<file path="src/hw/rtl/nfpr_pkg.sv">
// Shared types and constants for the NOR flash program/read model.
// Used by every module under hw/rtl; no dependencies of its own.
`timescale 1ns / 1ps
package nfpr_pkg;

  localparam int ADDR_W     = 17;
  localparam int RLEN_W     = 7;
  localparam int PFX_W      = 9;
  localparam int BYTE_W     = 8;
  localparam int PAGE_W     = 9;
  localparam int TOT_W      = 17;
  localparam int CFG_IDX_W  = 1;
  localparam int CFG_DATA_W = 17;

  localparam int MEM_BYTES_DEF = 65536;
  localparam int PAGE_MAX_DEF  = 256;
  localparam int READ_MAX_DEF  = 64;

  localparam logic [TOT_W-1:0]  TOTAL_RST = 17'd65536;
  localparam logic [PAGE_W-1:0] PAGE_RST  = 9'd256;

  typedef enum logic [CFG_IDX_W-1:0] {
    CFG_TOTAL_BYTES = 1'b0,
    CFG_PAGE_BYTES  = 1'b1
  } cfg_reg_t;

  typedef enum logic [2:0] {
    ST_OK     = 3'd0,
    ST_OOB    = 3'd1,
    ST_PAGE   = 3'd2,
    ST_BITS   = 3'd3,
    ST_PREFIX = 3'd4
  } status_t;

  typedef struct packed {
    logic               action;
    logic [ADDR_W-1:0]  address;
    logic [RLEN_W-1:0]  read_length;
    logic [PFX_W-1:0]   prefix_count;
    logic [BYTE_W-1:0]  data_byte;
    logic               burst_end;
  } in_item_t;

  typedef struct packed {
    status_t            status;
    logic [BYTE_W-1:0]  read_data;
    logic [PFX_W-1:0]   programmed_count;
    logic               interrupted;
    logic               last_of_run;
  } out_item_t;

  // flash port command
  typedef struct packed {
    logic re;
    logic we;
  } flash_cmd_t;

endpackage

</file>
<file path="src/hw/rtl/nfpr_page_rem.sv">
// Iterative remainder of a start address by the page size, one bit a cycle.
// A start while busy restarts with the new operands. Depends on nfpr_pkg.
`timescale 1ns / 1ps
module nfpr_page_rem
  import nfpr_pkg::*;
(
  input  logic              clk,
  input  logic              rst_n,
  input  logic              start,
  input  logic [ADDR_W-1:0] dividend,
  input  logic [PAGE_W-1:0] divisor,
  output logic              done,
  output logic [PAGE_W-1:0] rem
);

  localparam int CNT_W = $clog2(ADDR_W);

  logic              busy_r, busy_nxt;
  logic              done_r, done_nxt;
  logic [CNT_W-1:0]  cnt_r, cnt_nxt;
  logic [ADDR_W-1:0] q_r, q_nxt;
  logic [PAGE_W-1:0] rem_r, rem_nxt;
  logic [PAGE_W-1:0] div_r, div_nxt;
  logic [PAGE_W:0]   trial;

  always_comb begin
    busy_nxt = busy_r;
    done_nxt = 1'b0;
    cnt_nxt  = cnt_r;
    q_nxt    = q_r;
    rem_nxt  = rem_r;
    div_nxt  = div_r;
    trial    = {rem_r, q_r[ADDR_W-1]};
    if (start) begin
      busy_nxt = 1'b1;
      cnt_nxt  = '0;
      q_nxt    = dividend;
      rem_nxt  = '0;
      div_nxt  = divisor;
    end else if (busy_r) begin
      // restoring step: shift in next dividend bit, subtract if it fits
      if (trial >= {1'b0, div_r}) begin
        rem_nxt = PAGE_W'(trial - {1'b0, div_r});
      end else begin
        rem_nxt = trial[PAGE_W-1:0];
      end
      q_nxt   = {q_r[ADDR_W-2:0], 1'b0};
      cnt_nxt = cnt_r + 1'b1;
      if (cnt_r == CNT_W'(ADDR_W - 1)) begin
        busy_nxt = 1'b0;
        done_nxt = 1'b1;
      end
    end
  end

  always_ff @(posedge clk) begin
    if (!rst_n) begin
      busy_r <= 1'b0;
      done_r <= 1'b0;
      cnt_r  <= '0;
    end else begin
      busy_r <= busy_nxt;
      done_r <= done_nxt;
      cnt_r  <= cnt_nxt;
    end
  end

  always_ff @(posedge clk) begin
    q_r   <= q_nxt;
    rem_r <= rem_nxt;
    div_r <= div_nxt;
  end

  assign done = done_r;
  assign rem  = rem_r;

endmodule

</file>
<file path="config.mk">
export PLATFORM = sky130hd
export DESIGN_NAME = nfpr_page_rem
export DESIGN_NICKNAME = d
export VERILOG_FILES = /design/src/hw/rtl/nfpr_pkg.sv /design/src/hw/rtl/nfpr_page_rem.sv
export SDC_FILE = /design/constraint.sdc
export NUM_CORES = 1
export LEC_CHECK = 0
export BUFFER_PORTS_ARGS = -buffer_cell sky130_fd_sc_hd__buf_4
export CORE_MARGIN = 2
export CORE_UTILIZATION = 59
export CTS_CLUSTER_DIAMETER = 100
export CTS_CLUSTER_SIZE = 16
export DETAILED_ROUTE_END_ITERATION = 6
export PLACE_DENSITY = 0.95
export SLEW_MARGIN = 20
export SYNTH_ARGS = -nofsm -noshare
export SYNTH_HDL_FRONTEND = slang
export SYNTH_SLANG_ARGS = --single-unit
export TNS_END_PERCENT = 5
</file>
<file path="constraint.sdc">
create_clock -name clk -period 3.3 [get_ports clk]
set_input_delay 0.33 -clock clk [delete_from_list [all_inputs] [get_ports clk]]
set_output_delay 0.33 -clock clk [all_outputs]
set_load 0.05 [all_outputs]
</file>
==> impl_metrics.tcl, run 1 <==
set metrics [dict create \
    dr.pass1.iters 4 \
    ir_drop_uv 328.0 \
    endpoint "rem[5]" \
    nNetsFinal 267 \
    yosysSeqAreaShare_pct 50.52 \
    cp_data_required_time_ns 3.49 \
    finalSetupViolCount 0 \
    synth_compound_area_share_pct 12.63 \
    fp.dieH_um 64.78 \
    antenna_found_initial 0 \
    min_period_over_period_pct 77.93 \
    p_leak_nw 1.108 \
    clk_pin_slew_worst_paths_ns 0.08 \
    yosysMostFrequentCell "edfxtp_1" \
    drc_errors 0 \
    rsz0062_at_grt "false" \
    hold_viol_final 0 \
    dp.final_hpwl_mm 2.967 \
    clk_latency_ns 0.30 \
    synth_adder_area_share_pct 7.233 \
    io_pins 39 \
    cap_viol_max_count 0 \
    crit_type "flop to flop" \
    synth_fp_nets 228 \
    async_flop_share_pct 0 \
    cp.arrival_ns 2.77 \
    ys_seq_elements 42 \
    grt_pass1_wl_mm 6.603 \
    die_area_um2 4196 \
    setup_tns_ns 0 \
    core_area_um2 3606 \
    status "completed" \
    drive_above_1_share_pct 23.79 \
    cellPowerDensity_nw_per_um2 502.9 \
    clock_sinks 42 \
    grt_usage_pct 21.17 \
    postPlaceCellArea_um2 2497 \
    netlist_top_cells_count "edfxtp_1 (26), inv_1 (17), nor2_1 (17)" \
    fp.dieW_um 64.78 \
    synth_ff_type "edfxtp_1" \
    drt_iter0_markers 97 \
    fmax_ghz 0.3888 \
    r2r_slack_ns 0.73 \
    synth_area_per_cell_um2 11.66 \
    worst_slew_pin_slew_ns 0.6195 \
    initial_core_util_pct 60.44 \
    synthCells 187 \
    finClkSkew_ns 0.006301 \
    cts_root_buf "clkbuf_8" \
    yosys_warnings 0 \
    cp-end-kind "flop" \
    post_cts_resized 0 \
    postCtsSetupBuffers 0 \
    finalMaxSlewViolations 0 \
    relSlewSlack_pct 58.65 \
    reg2reg_to "rem[5]" \
    synth-simple-area-share_pct 10.45 \
    synth_top_family_by_area "compound AO/OA/AOI/OAI gates" \
    synthMuxAreaShare_pct 11.02 \
    cts_tree "yes" \
    wire_per_inst_um 14.72 \
    hold_buffers 0 \
    synthXorXnorAreaFrac_pct 3.617 \
    hold_class "input port to flop" \
    wl_mm 4.048 \
    r2r_cells 9 \
    ant_nets 0 \
    startpoint_type "flop" \
    syn_to_final_growth_pct 19.46 \
    vias 1555 \
    synth_area_um2 2180 \
    crit_path_start "q_r[16]" \
    synth_cell_types 48 \
    fin_area_um2 2604 \
    tritoncts.num_buffers 5 \
    gp_congestion 0.7785 \
    final_util_pct 72.21 \
    rows 22 \
    yosysTopAreaCellShare_pct 35.82 \
    diodes 0 \
    min_period_ns 2.572 \
    cts-htree-levels 2 \
    r2r-start "q_r[16]" \
    viasPerCell 5.655 \
    gr-total-overflow 0 \
    clock_path_buffers 2 \
    grt_max_degree 38 \
    io_buffers 38 \
    synth-edff-count 26 \
    synth.area.top_cells "edfxtp_1 (36%), dfxtp_1 (15%), ha_1 (6.3%)" \
    yosysTopAreaCell "edfxtp_1" \
    critical_path.max_fanout 14 \
    grt_pass1_vias 1490 \
]
layout by cell type (no fill, tap or decap), drive strengths merged, types with 2 or more instances in the layout:
master	synthesis	layout
o31ai	3	3
nand4	4	4
xor2	5	5
o21a	2	2
a32oi	2	2
mux2	16	16
a311oi	2	2
nor3	3	3
clkbuf	4	6
a21oi	3	3
ha	11	11
xnor2	4	4
mux2i	6	6
nand2b	2	2
edfxtp	26	26
nor2b	2	2
nor2	17	17
nand2	5	5
o21ai	9	9
nor3b	2	2
a2111oi	2	2
buf	3	39
a211oi	4	4
inv	17	17
dfxtp	16	16
or3	2	2
per-layer routing:
metal	GRT usage, %	vias up	part of all wire [%]
li1	-	762	-
met1	25.43	745	42
met2	34.41	40	51
met3	6.076	8	4.9
met4	11.17	0	2.3
met5	0	-	0
worst min-delay path by stage:
stage / depth (start not counted) / to / startpoint / slack (ns)
after global routing: 1 / div_r[4] / divisor[4] / 0.19
final: 1 / div_r[4] / divisor[4] / 0.20
after CTS: 1 / div_r[4] / divisor[4] / 0.19
after global placement: 2 / rem[2] / rem[2] / 0.49
after floorplan: 0 / div_r[0] / divisor[0] / 0.43
after detailed placement: 2 / done / cnt_r[4] / 0.51
worst max-delay path: stages (launching register included):
cell,delay (ns)
edfxtp_1,0.39
inv_1,0.08
ha_1,0.16
inv_1,0.06
fa_1,0.42
a211oi_1,0.37
o21ai_1,0.17
a22oi_4,0.37
nor3_1,0.12
a221oi_1,0.32
kinds of logic after synthesis:
logic type / count (synthesis)
adders and majority gates: 12
buffers and inverters: 24
DFF: 42
muxes: 22
xor gates and xnor gates: 9
and+or+nand+nor: 42
AOI/OAI and AO/OA: 36
final cells by class:
cell class              instances  area, µm²
repair buffers                 39      292.8
fillers                       264       1002
well taps                      48      60.06
flip-flops and latches         42       1101
clock buffers                   6      72.57
inverters                      17      63.81
clock inverters                 2      33.78
multi-input cells             121      979.7
through the flow:
| stage | cells | setup slack, ns | hold slack, ns | total power, mW |
|---|---|---|---|---|
| 2_1_floorplan | 187 | 0.9335 | 0.4289 | 0.8449 |
| 3_3_place_gp | 267 | 0.9245 | 0.4882 | 0.9156 |
| 3_5_place_dp | 267 | 0.7283 | 0.5050 | 0.9262 |
| 4_1_cts | 275 | 0.7178 | 0.1896 | 1.319 |
| 5_1_grt | 275 | 0.5364 | 0.1854 | 1.367 |
| 6_report | 275 | 0.7282 | 0.2013 | 1.309 |
where the power goes:
part / internal (mW) / switching, mW / leakage (nW)
combinational: 0.128 / 0.163 / 0.665
sequential: 0.605 / 0.0221 / 0.390
clock: 0.223 / 0.168 / 0.0528
total: 0.956 / 0.353 / 1.11
state kept, by name, indices dropped and copies added, names as in the netlist:
| name | flops |
|---|---|
| cnt_r | 5 |
| rem | 9 |
| done | 1 |
| q_r | 17 |
| busy_r | 1 |
| div_r | 9 |
Note: power is estimated with default switching activity, not from simulation.
==> inputs of run 2 (changes only) <==
CORE_UTILIZATION = 55   (was 59)
PLACE_DENSITY = 0.9   (was 0.95)
clock period = 2.39 ns   (was 3.3 ns; I/O delays follow)
==> run 2 against run 1 <==
  * Maximum frequency rose by 15%
  * Critical endpoint is now rem[3]
  * Sequential power rose by 38%
  * Hold slack got worse by 0.096 ns
  * Critical path depth rose by 1
  * Clock power rose by 25%
  * Largest cell class unchanged
  * Final cell count rose by 1.1%
  * Largest power group unchanged
==> impl_metrics.tcl, run 2 (synthesis gave the netlist of run 1 again) <==
set metrics [dict create \
    gp_congestion 0.9459 \
    min_period_over_period_pct 93.95 \
    crit_path_start "q_r[16]" \
    drt_iter0_markers 140 \
    finalNonFillerCells 278 \
    finalSetupViolCount 0 \
    fin_area_um2 2633 \
    worst_path_max_delay_cell "fa_1" \
    cap_viol_max_count 0 \
    hold_viol_final 0 \
    cts_tree "yes" \
    cp_cell_sequence "inv_1 -> ha_1 -> inv_1 -> fa_1 -> a211oi_2 -> o21ai_1 -> a22oi_4 -> buf_12 -> mux2i_1 -> a211oi_1" \
    finClkSkew_ns 0.007971 \
    clock_sinks 42 \
    gr-total-overflow 0 \
    r2r-start "q_r[16]" \
    cellPowerDensity_nw_per_um2 673.5 \
    path_common_cell "inv_1" \
    cts_root_buf "clkbuf_8" \
    core_area_um2 3744 \
    nNetsFinal 270 \
    syn_to_final_growth_pct 20.78 \
    clk_pin_slew_worst_paths_ns 0.09 \
    worst_slew_pin_slew_ns 0.6327 \
    io_buffers 38 \
    seqCellArea_um2 1101 \
    drc_errors 0 \
    rows 22 \
    grt_pass1_wl_mm 6.644 \
    min_period_ns 2.245 \
    status "completed" \
    cp-end-kind "flop" \
    rsz0062_at_grt "false" \
    cp_data_required_time_ns 2.59 \
    p_leak_nw 1.123 \
    vias 1547 \
    ant_nets 0 \
    hold_buffers 0 \
    fmax_ghz 0.4453 \
    diodes 0 \
    postPlaceCellArea_um2 2512 \
    critical_path.max_fanout 6 \
    initial_core_util_pct 58.22 \
    final_common_cell "buf_4" \
    drive_above_1_share_pct 26.09 \
    fp.dieH_um 66.95 \
    dp.final_hpwl_mm 3.019 \
    fill_cells 287 \
    crit_type "flop to flop" \
    hold_class "input port to flop" \
    clk_latency_ns 0.30 \
    tritoncts.num_buffers 5 \
    fp.dieW_um 66.95 \
    wire_per_inst_um 14.88 \
    die_area_um2 4482 \
    antenna_found_initial 0 \
    grt_usage_pct 20.89 \
    hp-start "divisor[7]" \
    finalMaxSlewViolations 0 \
    grt_pass1_vias 1435 \
    cts-htree-levels 2 \
    startpoint_type "flop" \
    dp.cells 269 \
    io_pins 39 \
    wl_mm 4.137 \
    setup_tns_ns 0 \
    relSlewSlack_pct 57.77 \
    dr.pass1.iters 4 \
    slowest_delay_ns 0.42 \
    cp.arrival_ns 2.45 \
    layout_common_cells "buf_4 (41), edfxtp_1 (26), inv_1 (17), nor2_1 (17), dfxtp_1 (16)" \
    ir_drop_uv 500.8 \
    viasPerCell 5.565 \
    clock_path_buffers 2 \
    whs_ns 0.1049 \
    grt_max_degree 38 \
    top_register "q_r" \
    multi_input_area_um2 984.7 \
    largest_reg_flops 17 \
]
==> run 2: cell count changes in the layout (fill, tap and decap cells not counted), sizes merged <==
cell | before | now
bufinv | 1 | 0
clkinvlp | 0 | 1
buf | 39 | 42
==> run 2: path summary, 6_finish.rpt <==
kind,depth (start not counted),slack [ns],endpoint
worst max-delay path,10,0.14,rem[3]
worst min-delay path,1,0.10,div_r[7]
worst max register to register,10,0.14,rem[3]
worst min register to register,2,0.50,rem[2]
==> run 2: per-layer routing <==
| layer | track usage [%] | share of wire (%) |
|---|---|---|
| met2 | 32.88 | 50 |
| met5 | 0 | 0 |
| met3 | 4.730 | 4.2 |
| met4 | 10.71 | 1.9 |
| met1 | 26.89 | 44 |
==> run 2: per-stage QoR <==
stage | utilization (%) | worst slack [ns] | total power, mW
floorplan | - | 0.02349 | 1.167
global placement | 67.11 | 0.1094 | 1.272
detailed placement | 67.11 | 0.04910 | 1.286
CTS | 69.65 | 0.03621 | 1.769
global route | 70.32 | 0.03889 | 1.851
finish | 70.32 | 0.1445 | 1.773
==> run 2: worst max-delay path: cells and delay by family, from the launching register on <==
kind | cells | cell delay [ns]
DFF | 1 | 0.38
adders and majority gates | 2 | 0.58
buffers and inverters | 3 | 0.27
AOI/OAI and AO/OA | 4 | 0.85
muxes | 1 | 0.07
==> run 2: cell type report <==
| type | instances | share of cell area, % |
|---|---|---|
| Clock buffer | 6 | 3.137 |
| Clock inverter | 2 | 0.4753 |
| Inverter | 17 | 2.424 |
| Multi-Input combinational cell | 121 | 37.40 |
| Sequential cell | 42 | 41.83 |
| Tap cell | 48 | 2.281 |
| Timing Repair Buffer | 42 | 12.45 |
==> run 2: timing repair <==
item                       in CTS  in global routing
hold endpoints to repair        0                  0
resized for setup               0                  1
setup endpoints to repair       0                  7
buffers inserted                0                  1
==> run 2: report_power, final <==
group | internal (mW) | switching [mW]
clock | 0.232 | 0.255
combinational | 0.192 | 0.228
sequential | 0.835 | 0.0302
total | 1.26 | 0.514
